## src/rtl/core/xrng_pkg.sv

```systemverilog
// ----------------------------------------------------------------------------
// xrng_pkg
// Shared types, constants and helpers of the xoshiro128 range generator.
// ----------------------------------------------------------------------------
`default_nettype none

package xrng_pkg;

  localparam int unsigned WORD_W     = 32;
  localparam int unsigned REQ_W      = 3;
  localparam int unsigned CFG_IDX_W  = 3;
  localparam int unsigned NUM_SEEDS  = 4;
  localparam int unsigned SEED_IDX_W = $clog2(NUM_SEEDS);
  localparam int unsigned DIV_STEPS  = WORD_W;
  localparam int unsigned DIV_CNT_W  = $clog2(DIV_STEPS);
  localparam int unsigned ROT_SS     = 7;
  localparam int unsigned ROT_ADV    = 11;
  localparam int unsigned SHL_ADV    = 9;
  localparam int unsigned FRAC_SHIFT = 8;

  typedef logic [WORD_W-1:0] word_t;
  typedef logic [REQ_W-1:0]  req_t;

  localparam req_t REQ_STAR    = 3'd0;
  localparam req_t REQ_PLUS    = 3'd1;
  localparam req_t REQ_UNIFORM = 3'd2;
  localparam req_t REQ_FRAC    = 3'd3;
  localparam req_t REQ_RESEED  = 3'd4;

  localparam logic DIV_SEL_SCALE = 1'b0;
  localparam logic DIV_SEL_PICK  = 1'b1;

  typedef enum logic [1:0] {
    SEL_WORD,
    SEL_FRAC,
    SEL_QUO,
    SEL_ZERO
  } out_sel_t;

  typedef struct packed {
    logic     capture;
    logic     div_start;
    logic     div_sel;
    logic     div_step;
    logic     save_scale;
    logic     ss_a;
    logic     ss_b;
    logic     plus;
    logic     reseed;
    logic     out_load;
    out_sel_t out_sel;
  } dp_cmd_t;

  typedef struct packed {
    logic range_zero;
    logic reject;
    logic div_last;
  } dp_sts_t;

  function automatic word_t rotl32(input word_t x, input int unsigned k);
    rotl32 = (x << k) | (x >> (WORD_W - k));
  endfunction

endpackage

`default_nettype wire

```

## src/rtl/core/xrng_if.sv

```systemverilog
// ----------------------------------------------------------------------------
// xrng_req_if / xrng_res_if
// Valid/ready channels carrying requests and results of the generator.
// ----------------------------------------------------------------------------
`default_nettype none

interface xrng_req_if;
  logic                        valid;
  logic                        ready;
  logic [xrng_pkg::REQ_W-1:0]  req_type;
  logic [xrng_pkg::WORD_W-1:0] range_low;
  logic [xrng_pkg::WORD_W-1:0] range_high;

  modport source (output valid, output req_type, output range_low, output range_high,
                  input ready);
  modport sink   (input valid, input req_type, input range_low, input range_high,
                  output ready);
endinterface

interface xrng_res_if;
  logic                        valid;
  logic                        ready;
  logic [xrng_pkg::WORD_W-1:0] value;

  modport source (output valid, output value, input ready);
  modport sink   (input valid, input value, output ready);
endinterface

`default_nettype wire

```

## src/rtl/core/xrng_ctrl.sv

```systemverilog
// ----------------------------------------------------------------------------
// xrng_ctrl
// Request sequencer: steps draws, rejection loop, divisions and result load.
// ----------------------------------------------------------------------------
`default_nettype none

module xrng_ctrl (
  input  wire                   clk,
  input  wire                   rst_n,
  input  wire                   in_valid,
  input  wire xrng_pkg::req_t   in_req_type,
  output logic                  in_ready,
  output logic                  out_valid,
  input  wire                   out_ready,
  input  wire xrng_pkg::dp_sts_t sts,
  output xrng_pkg::dp_cmd_t     cmd
);

  typedef enum logic [3:0] {
    S_IDLE,
    S_RANGE,
    S_DIV_SCALE,
    S_SAVE,
    S_SS_A,
    S_SS_B,
    S_CHECK,
    S_DIV_PICK,
    S_PLUS,
    S_FIN
  } state_t;

  state_t         state_r, state_nxt;
  xrng_pkg::req_t req_r, req_nxt;
  logic           full_r, full_nxt;
  logic           out_valid_r, out_valid_nxt;
  logic           out_free;

  assign out_free  = !out_valid_r || out_ready;
  assign in_ready  = (state_r == S_IDLE);
  assign out_valid = out_valid_r;

  always_comb begin
    state_nxt     = state_r;
    req_nxt       = req_r;
    full_nxt      = full_r;
    cmd           = '0;
    cmd.out_sel   = xrng_pkg::SEL_ZERO;
    out_valid_nxt = out_valid_r && !out_ready;
    case (state_r)
      S_IDLE: begin
        if (in_valid) begin
          cmd.capture = 1'b1;
          req_nxt     = in_req_type;
          full_nxt    = 1'b0;
          case (in_req_type)
            xrng_pkg::REQ_STAR:    state_nxt = S_SS_A;
            xrng_pkg::REQ_PLUS:    state_nxt = S_PLUS;
            xrng_pkg::REQ_FRAC:    state_nxt = S_PLUS;
            xrng_pkg::REQ_UNIFORM: state_nxt = S_RANGE;
            default:               state_nxt = S_FIN;
          endcase
        end
      end
      S_RANGE: begin
        if (sts.range_zero) begin
          full_nxt  = 1'b1;
          state_nxt = S_SS_A;
        end else begin
          cmd.div_start = 1'b1;
          cmd.div_sel   = xrng_pkg::DIV_SEL_SCALE;
          state_nxt     = S_DIV_SCALE;
        end
      end
      S_DIV_SCALE: begin
        cmd.div_step = 1'b1;
        if (sts.div_last) begin
          state_nxt = S_SAVE;
        end
      end
      S_SAVE: begin
        cmd.save_scale = 1'b1;
        state_nxt      = S_SS_A;
      end
      S_SS_A: begin
        cmd.ss_a  = 1'b1;
        state_nxt = S_SS_B;
      end
      S_SS_B: begin
        cmd.ss_b  = 1'b1;
        state_nxt = S_CHECK;
      end
      S_CHECK: begin
        if (req_r == xrng_pkg::REQ_UNIFORM && !full_r) begin
          if (sts.reject) begin
            state_nxt = S_SS_A;
          end else begin
            cmd.div_start = 1'b1;
            cmd.div_sel   = xrng_pkg::DIV_SEL_PICK;
            state_nxt     = S_DIV_PICK;
          end
        end else begin
          state_nxt = S_FIN;
        end
      end
      S_DIV_PICK: begin
        cmd.div_step = 1'b1;
        if (sts.div_last) begin
          state_nxt = S_FIN;
        end
      end
      S_PLUS: begin
        cmd.plus  = 1'b1;
        state_nxt = S_FIN;
      end
      S_FIN: begin
        case (req_r)
          xrng_pkg::REQ_STAR:    cmd.out_sel = xrng_pkg::SEL_WORD;
          xrng_pkg::REQ_PLUS:    cmd.out_sel = xrng_pkg::SEL_WORD;
          xrng_pkg::REQ_FRAC:    cmd.out_sel = xrng_pkg::SEL_FRAC;
          xrng_pkg::REQ_UNIFORM: cmd.out_sel = full_r ? xrng_pkg::SEL_WORD
                                                      : xrng_pkg::SEL_QUO;
          default:               cmd.out_sel = xrng_pkg::SEL_ZERO;
        endcase
        if (out_free) begin
          cmd.out_load  = 1'b1;
          cmd.reseed    = (req_r == xrng_pkg::REQ_RESEED);
          out_valid_nxt = 1'b1;
          state_nxt     = S_IDLE;
        end
      end
      default: begin
        state_nxt = S_IDLE;
      end
    endcase
  end

  always_ff @(posedge clk) begin
    if (!rst_n) begin
      state_r     <= S_IDLE;
      req_r       <= xrng_pkg::REQ_STAR;
      full_r      <= 1'b0;
      out_valid_r <= 1'b0;
    end else begin
      state_r     <= state_nxt;
      req_r       <= req_nxt;
      full_r      <= full_nxt;
      out_valid_r <= out_valid_nxt;
    end
  end

endmodule

`default_nettype wire

```

## src/rtl/core/xrng_dp.sv

```systemverilog
// ----------------------------------------------------------------------------
// xrng_dp
// Datapath: seed registers, generator state, word shaping, serial divider.
// ----------------------------------------------------------------------------
`default_nettype none

module xrng_dp (
  input  wire                               clk,
  input  wire                               rst_n,
  input  wire xrng_pkg::word_t              in_range_low,
  input  wire xrng_pkg::word_t              in_range_high,
  input  wire                               cfg_we,
  input  wire [xrng_pkg::CFG_IDX_W-1:0]     cfg_index,
  input  wire xrng_pkg::word_t              cfg_data,
  input  wire xrng_pkg::dp_cmd_t            cmd,
  output xrng_pkg::dp_sts_t                 sts,
  output xrng_pkg::word_t                   out_value
);

  xrng_pkg::word_t seed_r [xrng_pkg::NUM_SEEDS];
  xrng_pkg::word_t s_r    [4];
  xrng_pkg::word_t adv    [4];
  xrng_pkg::word_t m_r, w_r, range_r, lo_r, scale_r, limit_r;
  xrng_pkg::word_t dvd_r, rem_r, dvs_r, out_value_r;
  logic [xrng_pkg::DIV_CNT_W-1:0] cnt_r;
  xrng_pkg::word_t m_rot, rem_nxt, sel_value;
  logic [xrng_pkg::WORD_W:0] partial, diff;

  // one xoshiro128 step
  always_comb begin
    adv[2] = s_r[2] ^ s_r[0];
    adv[3] = s_r[3] ^ s_r[1];
    adv[1] = s_r[1] ^ adv[2];
    adv[0] = s_r[0] ^ adv[3];
    adv[2] = adv[2] ^ (s_r[1] << xrng_pkg::SHL_ADV);
    adv[3] = xrng_pkg::rotl32(adv[3], xrng_pkg::ROT_ADV);
  end

  assign m_rot   = xrng_pkg::rotl32(m_r, xrng_pkg::ROT_SS);
  assign partial = {rem_r, dvd_r[xrng_pkg::WORD_W-1]};
  assign diff    = partial - {1'b0, dvs_r};
  assign rem_nxt = diff[xrng_pkg::WORD_W] ? partial[xrng_pkg::WORD_W-1:0]
                                          : diff[xrng_pkg::WORD_W-1:0];

  assign sts.range_zero = (range_r == '0);
  assign sts.reject     = (w_r >= limit_r);
  assign sts.div_last   = (cnt_r == xrng_pkg::DIV_CNT_W'(xrng_pkg::DIV_STEPS - 1));

  always_comb begin
    case (cmd.out_sel)
      xrng_pkg::SEL_WORD: sel_value = w_r;
      xrng_pkg::SEL_FRAC: sel_value = w_r >> xrng_pkg::FRAC_SHIFT;
      xrng_pkg::SEL_QUO:  sel_value = dvd_r + lo_r;
      default:            sel_value = '0;
    endcase
  end

  assign out_value = out_value_r;

  always_ff @(posedge clk) begin
    if (!rst_n) begin
      seed_r[0] <= xrng_pkg::WORD_W'(1);
      seed_r[1] <= '0;
      seed_r[2] <= '0;
      seed_r[3] <= '0;
      s_r[0]    <= xrng_pkg::WORD_W'(1);
      s_r[1]    <= '0;
      s_r[2]    <= '0;
      s_r[3]    <= '0;
    end else begin
      if (cfg_we && cfg_index < xrng_pkg::CFG_IDX_W'(xrng_pkg::NUM_SEEDS)) begin
        seed_r[cfg_index[xrng_pkg::SEED_IDX_W-1:0]] <= cfg_data;
      end
      if (cmd.ss_a || cmd.plus) begin
        s_r <= adv;
      end else if (cmd.reseed) begin
        s_r <= seed_r;
      end
    end
  end

  always_ff @(posedge clk) begin
    if (cmd.capture) begin
      range_r <= in_range_high - in_range_low + xrng_pkg::WORD_W'(1);
      lo_r    <= in_range_low;
    end
    if (cmd.ss_a) begin
      m_r <= (s_r[1] << 2) + s_r[1];
    end
    if (cmd.ss_b) begin
      w_r <= (m_rot << 3) + m_rot;
    end else if (cmd.plus) begin
      w_r <= s_r[0] + s_r[3];
    end
    if (cmd.div_start) begin
      rem_r <= '0;
      cnt_r <= '0;
      if (cmd.div_sel == xrng_pkg::DIV_SEL_PICK) begin
        dvd_r <= w_r;
        dvs_r <= scale_r;
      end else begin
        dvd_r <= '1;
        dvs_r <= range_r;
      end
    end else if (cmd.div_step) begin
      rem_r <= rem_nxt;
      dvd_r <= {dvd_r[xrng_pkg::WORD_W-2:0], ~diff[xrng_pkg::WORD_W]};
      cnt_r <= cnt_r + xrng_pkg::DIV_CNT_W'(1);
    end
    if (cmd.save_scale) begin
      scale_r <= dvd_r;
      limit_r <= ~rem_r;
    end
    if (cmd.out_load) begin
      out_value_r <= sel_value;
    end
  end

endmodule

`default_nettype wire

```

## src/rtl/core/xoshiro128_generator_with_range_core.sv

```systemverilog
// ----------------------------------------------------------------------------
// xoshiro128_generator_with_range_core
// xoshiro128 star-star / plus generator with uniform range and fraction.
// ----------------------------------------------------------------------------
// channel  | dir | handshake          | payload
// in_ch    | in  | valid/ready        | req_type[2:0], range_low[31:0], range_high[31:0]
// out_ch   | out | valid/ready        | value[31:0]
// cfg_*    | in  | cfg_we (no wait)   | cfg_index[2:0], cfg_data[31:0]
//
// Star-star draws through S_SS_A and S_SS_B; plus and fraction through S_PLUS;
// reseed and unused codes go straight to S_FIN. Uniform redraws each rejected
// word and runs two serial divisions (scale, then word / scale); a full range skips both.
// One request at a time; in_ch.ready is high only when the sequencer is idle.
// A stalled result holds in the output register; the next request may be
// accepted meanwhile and waits for it to drain. Reset is synchronous.
// ----------------------------------------------------------------------------
`default_nettype none

module xoshiro128_generator_with_range_core (
  input  wire                            clk,
  input  wire                            rst_n,
  xrng_req_if.sink                       in_ch,
  xrng_res_if.source                     out_ch,
  input  wire                            cfg_we,
  input  wire [xrng_pkg::CFG_IDX_W-1:0]  cfg_index,
  input  wire [xrng_pkg::WORD_W-1:0]     cfg_data
);

  xrng_pkg::dp_cmd_t cmd;
  xrng_pkg::dp_sts_t sts;

  xrng_ctrl u_ctrl (
    .clk         (clk),
    .rst_n       (rst_n),
    .in_valid    (in_ch.valid),
    .in_req_type (in_ch.req_type),
    .in_ready    (in_ch.ready),
    .out_valid   (out_ch.valid),
    .out_ready   (out_ch.ready),
    .sts         (sts),
    .cmd         (cmd)
  );

  xrng_dp u_dp (
    .clk           (clk),
    .rst_n         (rst_n),
    .in_range_low  (in_ch.range_low),
    .in_range_high (in_ch.range_high),
    .cfg_we        (cfg_we),
    .cfg_index     (cfg_index),
    .cfg_data      (cfg_data),
    .cmd           (cmd),
    .sts           (sts),
    .out_value     (out_ch.value)
  );

endmodule

`default_nettype wire

```

## src/flat_wrapper.sv

```systemverilog
// flat-port wrapper written by rule: the top's interface ports become plain ports
module xoshiro128_generator_with_range_core_flat 
  (clk, rst_n, cfg_we, cfg_index, cfg_data, in_ch_valid, in_ch_req_type, in_ch_range_low, in_ch_range_high, in_ch_ready, out_ch_valid, out_ch_value, out_ch_ready);
  xrng_req_if in_ch_i ();
  xrng_res_if out_ch_i ();
  input  wire clk;
  input  wire rst_n;
  input  wire cfg_we;
  input  wire [xrng_pkg::CFG_IDX_W-1:0] cfg_index;
  input  wire [xrng_pkg::WORD_W-1:0] cfg_data;
  input wire logic [$bits(in_ch_i.valid)-1:0] in_ch_valid;
  input wire logic [$bits(in_ch_i.req_type)-1:0] in_ch_req_type;
  input wire logic [$bits(in_ch_i.range_low)-1:0] in_ch_range_low;
  input wire logic [$bits(in_ch_i.range_high)-1:0] in_ch_range_high;
  output wire logic [$bits(in_ch_i.ready)-1:0] in_ch_ready;
  output wire logic [$bits(out_ch_i.valid)-1:0] out_ch_valid;
  output wire logic [$bits(out_ch_i.value)-1:0] out_ch_value;
  input wire logic [$bits(out_ch_i.ready)-1:0] out_ch_ready;
  assign in_ch_i.valid = in_ch_valid;
  assign in_ch_i.req_type = in_ch_req_type;
  assign in_ch_i.range_low = in_ch_range_low;
  assign in_ch_i.range_high = in_ch_range_high;
  assign in_ch_ready = in_ch_i.ready;
  assign out_ch_valid = out_ch_i.valid;
  assign out_ch_value = out_ch_i.value;
  assign out_ch_i.ready = out_ch_ready;
  xoshiro128_generator_with_range_core u_core (.clk(clk), .rst_n(rst_n), .in_ch(in_ch_i), .out_ch(out_ch_i), .cfg_we(cfg_we), .cfg_index(cfg_index), .cfg_data(cfg_data));
endmodule
```

## config.mk

```make
export PLATFORM = sky130hd
export DESIGN_NAME = xoshiro128_generator_with_range_core_flat
export DESIGN_NICKNAME = d
export VERILOG_FILES = /design/src/rtl/core/xrng_pkg.sv /design/src/rtl/core/xrng_if.sv /design/src/rtl/core/xrng_ctrl.sv /design/src/rtl/core/xrng_dp.sv /design/src/rtl/core/xoshiro128_generator_with_range_core.sv /design/src/flat_wrapper.sv
export SDC_FILE = /design/constraint.sdc
export NUM_CORES = 1
export LEC_CHECK = 0
export ABC_AREA = 1
export BUFFER_PORTS_ARGS = -buffer_cell sky130_fd_sc_hd__buf_2
export CORE_MARGIN = 2
export CORE_UTILIZATION = 50
export CTS_BUF_LIST = sky130_fd_sc_hd__clkbuf_4 sky130_fd_sc_hd__clkbuf_8
export DETAILED_ROUTE_END_ITERATION = 16
export GPL_TIMING_DRIVEN = 0
export PLACE_DENSITY_LB_ADDON = 0.25
export SKIP_LAST_GASP = 1
export SYNTH_ARGS = -nofsm -noshare
export SYNTH_HDL_FRONTEND = slang
export SYNTH_SLANG_ARGS = --single-unit
export TNS_END_PERCENT = 1
```

## constraint.sdc

```tcl
create_clock -name clk -period 11.9 [get_ports clk]
set_clock_uncertainty 0.2 [all_clocks]
set_input_delay 3.57 -clock clk [delete_from_list [all_inputs] [get_ports clk]]
set_output_delay 3.57 -clock clk [all_outputs]
set_load 0.02 [all_outputs]
```

==> flow_results.org <==
** Timing
- Setup total negative slack on the finished layout was measured at 0 ns.
- Tightest Pin Transition :: 1.315 ns
- Setup repair after global routing left no endpoint under its margin.
- Headroom to the max-slew limit came out at 12.11%.
- Counting I/O delays and the setup requirement, the final critical path takes 5.809 ns.
- Static timing analysis puts the maximum clock frequency at 0.1722 GHz.
- Setup violations remaining at the end of the flow were counted as 0.
- The count of pins over their slew limit came to 0.
- After layout, the worst path uses 48.81% of the clock period.
- Across all hold checks on the routed design, the worst slack comes to 0.2550 ns.
- The number of endpoints with negative hold slack in the final report is 0.

** Final layout
- The top cell types in the final layout, fill and taps aside, are sky130_fd_sc_hd__nand2_1, sky130_fd_sc_hd__inv_1, sky130_fd_sc_hd__nor2_1, sky130_fd_sc_hd__o21ai_0, sky130_fd_sc_hd__a21oi_1.
- Compared with the post-synthesis result, the final layout area differs by 11.61%.
- For this run, the share of the core covered by cells in the final layout is 56.14%.
- Cells with a size suffix above 1 make up 8.097% of the layout.
- Final-stage net count :: 5280
- Commonest non-fill, non-tap cell in the layout :: sky130_fd_sc_hd__nand2_1

** Die
- Chip Height :: 271.7 um
- I/O pin cnt :: 141
- The initialized floorplan defines 98 standard-cell rows.
- For this configuration, the core starts out at a cell density of 50.30%.
- Core Region :: 71240 um2
- Die X-Extent :: 271.7 um
- The die covers 73820 um2.

** Worst setup path
- Startpoint-to-endpoint class of the critical path :: reg2out
- Required time reported for the critical path endpoint :: 8.13 ns
- Type of element capturing the critical path :: output port
- Data on the critical path arrives at its endpoint at 2.04 ns.
- The signal on the critical path passes through nor2_1 -> nand2_1 -> inv_1 -> buf_2.
- STA classifies the critical path startpoint as a flip-flop.
- Cell family with most CP delay :: simple AND/OR/NAND/NOR gates
- On the worst path, the slowest cell contributes a delay of 0.35 ns.
- Buffer and inverter count on the worst path :: 2
- Of all nets on the critical path, the largest fanout is 4.
- Library cell contributing the largest single delay on the critical path :: sky130_fd_sc_hd__dfxtp_1

** Route
- Antenna viol nets, final :: 0
- The first detailed-routing pass ran for 7 iterations.
- Iteration-0 DRC count of the detailed router :: 3061
- Dividing the detail-routed via count by the number of cells gives 5.625.
- Summing over every cut layer, the via total after detailed routing is 33.49k.
- # DRC :: 0
- The routed design has 125700 um of wire.
- Routed wire length per instance :: 21.11 um

** Synth
- In this run, synthesis produced a sequential element count of 590.
- Area share of the leading cell type in the synthesized netlist :: 24.14%
- The synthesized design contains 288 enable-type register cells.
- After synthesis, flip-flops and latches occupy 41.01% of the total area.
- Counting every net in the synthesized netlist gives 5032.
- Synthesized cell area :: 35830 um2
- Number of distinct standard cells referenced by the synthesized netlist :: 56
- Counting every instance in the synthesized netlist gives 4673.
- The most used flip-flop cell after synthesis is sky130_fd_sc_hd__dfxtp_1.
- Fraction of registers with async set or reset after synthesis :: 0%
- The Yosys step of the flow raised 0 warnings.
- Dividing the synthesized area by the synthesized cell count gives 7.668 um2.
- Synth top area cells :: sky130_fd_sc_hd__edfxtp_1, sky130_fd_sc_hd__dfxtp_1, sky130_fd_sc_hd__nand2_1
- The synthesized design spends more area on one cell type than any other, namely sky130_fd_sc_hd__edfxtp_1.

** Clock network
- Post-CTS repair changed the size of 0 cells.
- Number of levels in the clock H-tree :: 3
- Hold bufs inserted after CTS :: 0
- Clock tree synthesis inserted a total of 102 buffers.
- Clock latency on the worst-skew pair, taken at its later pin, is 0.79 ns.
- TritonCTS built the clock tree.
- In this run the clock root is driven by a sky130_fd_sc_hd__clkbuf_8.
- For this design, the sink count on the clock tree is 590.
- Maximum buffer depth of the clock tree :: 3
- Setup bufs post-CTS :: 0
- Register clock-pin slew on the reported worst setup and hold paths :: 0.06 ns

** Pwr
- Flop pwr share :: 36.7%
- Cell leakage power :: 18.17 nW
- For this design the ratio of total power to cell area is 196.6 nW/um2.
- Switching Fraction :: 41.78%
- Overall power consumption after layout is estimated at 7.861 mW.
- The clock network burns 24.9% of the power.
- The internal portion of the total power is 4.576 mW.
- For this design the total switching power over the nets is 3.284 mW.
- Worst vdd rail ir drop :: 0.0001190 V
- Combinational cells account for 38.3% of the total power.

** Global route
- The first global-routing pass estimated 185200 um of wire.
- Largest net degree at the start of global routing :: 42
- For this run, the total global-route usage over all layers was measured as 33.27%.
- The number of antenna violations at the first check in global routing came to 5.
- Number of global-route vias before repair :: 31.24k
- For this run the aggregate overflow at the end of global routing stands at 0.

** Status
- The flow ran to the end, and the final reports show no timing, DRC or antenna violations.

** Flow run
- Max-capacitance violation count :: 0

** Worst hold path
- Path type of the worst min-delay path :: reg2reg

** Placement
- Routability congestion estimate :: 1.016
- After legalization and detailed placement, the total HPWL measured 100700 um.
- Port buffering added 139 buffers.
## final cells by class
class / instances / area, um2
Clock buffer: 145 / 1783
Multi-Input combinational cell: 3377 / 18390
Fill cell: 6857 / 31250
Tap cell: 950 / 1189
Sequential cell: 590 / 14690
Antenna cell: 2 / 5.005
Buffer: 142 / 641.9
Clock inverter: 40 / 359.1
Timing Repair Buffer: 144 / 810.8
Inverter: 564 / 2117
## worst reg2reg max path, stage by stage (launching register included)
cell                       delay [ns]
sky130_fd_sc_hd__edfxtp_1        0.59
sky130_fd_sc_hd__ha_1            0.41
sky130_fd_sc_hd__nand2_1         0.06
sky130_fd_sc_hd__inv_1           0.07
sky130_fd_sc_hd__nand4_1         0.17
sky130_fd_sc_hd__nor4_1          0.39
sky130_fd_sc_hd__nand2_1         0.16
sky130_fd_sc_hd__nand3_2         0.23
sky130_fd_sc_hd__nand2_4         0.17
sky130_fd_sc_hd__nor2_2          0.46
sky130_fd_sc_hd__clkinv_1        0.79
sky130_fd_sc_hd__buf_16          0.43
## synthesized netlist by cell type (all sizes together) (54+ instances only)
library cell / count
nand2: 960
ha: 246
o21ai: 471
clkbuf: 88
nor2: 527
buf: 54
a21oi: 421
inv: 561
dfxtp: 302
xor2: 108
nand3: 234
edfxtp: 288
xnor2: 77
## per-layer routing
metal  part of all wire [%]  track usage, %  up-vias
met1                     39           40.10    15550
met2                     48           57.12     1400
met4                    6.5           18.64        4
li1                       -               -    16210
met3                    6.9           4.670      331
met5                  0.014               0        -
## power groups by stage
stage | logic, mW | registers (mW) | clock network (mW)
floorplan | 2.08 | 2.75 | 0
global placement | 2.90 | 2.93 | 0
detailed placement | 2.93 | 2.93 | 0
CTS | 2.95 | 2.89 | 1.97
global route | 3.34 | 2.90 | 2.07
finish | 3.01 | 2.89 | 1.96
## worst paths after layout
check                                               from                endpoint  slack (ns)  depth (start not counted)
worst max register to register       u_core.u_dp.w_r[27]   u_core.u_dp.dvd_r[10]        7.52                         11
worst min-delay path              u_core.u_dp.seed_r[87]  u_core.u_dp.seed_r[87]        0.26                          2
worst max-delay path            u_core.u_ctrl.state_r[3]             in_ch_ready        6.09                          4
worst min register to register    u_core.u_dp.seed_r[87]  u_core.u_dp.seed_r[87]        0.26                          2
## per-stage QoR
step | setup WS, ns | area (um2) | std cells
2_1_floorplan | 6.056 | 35830 | 4673
3_3_place_gp | 5.246 | 37710 | 5762
3_5_place_dp | 5.564 | 37820 | 5766
4_1_cts | 6.130 | 39960 | 5951
5_1_grt | 6.031 | 39990 | 5953
6_report | 6.091 | 39990 | 5954
## sequential cells by signal, summed over array words and instances, names as in the netlist
signal,count
u_core.u_dp.cnt_r,5
u_core.u_dp.dvd_r,32
u_core.u_dp.limit_r,32
u_core.u_ctrl.state_r,4
u_core.u_dp.range_r,32
u_core.u_dp.scale_r,32
u_core.u_ctrl.full_r,1
u_core.u_dp.dvs_r,32
u_core.u_dp.lo_r,32
u_core.u_dp.s_r,128
u_core.u_dp.rem_r,32
u_core.u_dp.out_value,32
u_core.u_dp.m_r,32
u_core.u_dp.seed_r,128
u_core.u_ctrl.out_valid,1
u_core.u_ctrl.req_r,3
u_core.u_dp.w_r,32
## kinds of logic (layout without fill, tap and decap cells)
family / Yosys count / count (layout) / synth area share [%]
AO/OA/AOI/OAI: 1092 / 1092 / 16.52
flip-flops: 590 / 590 / 41.01
adder cells (fa/ha/maj): 252 / 252 / 8.926
AND/OR/NAND/NOR: 1848 / 1848 / 21.32
other: 0 / 2 / 0
XOR/XNOR: 185 / 185 / 4.522
buffers and inverters: 706 / 1035 / 7.700
Note: power is estimated with default switching activity, not from simulation.
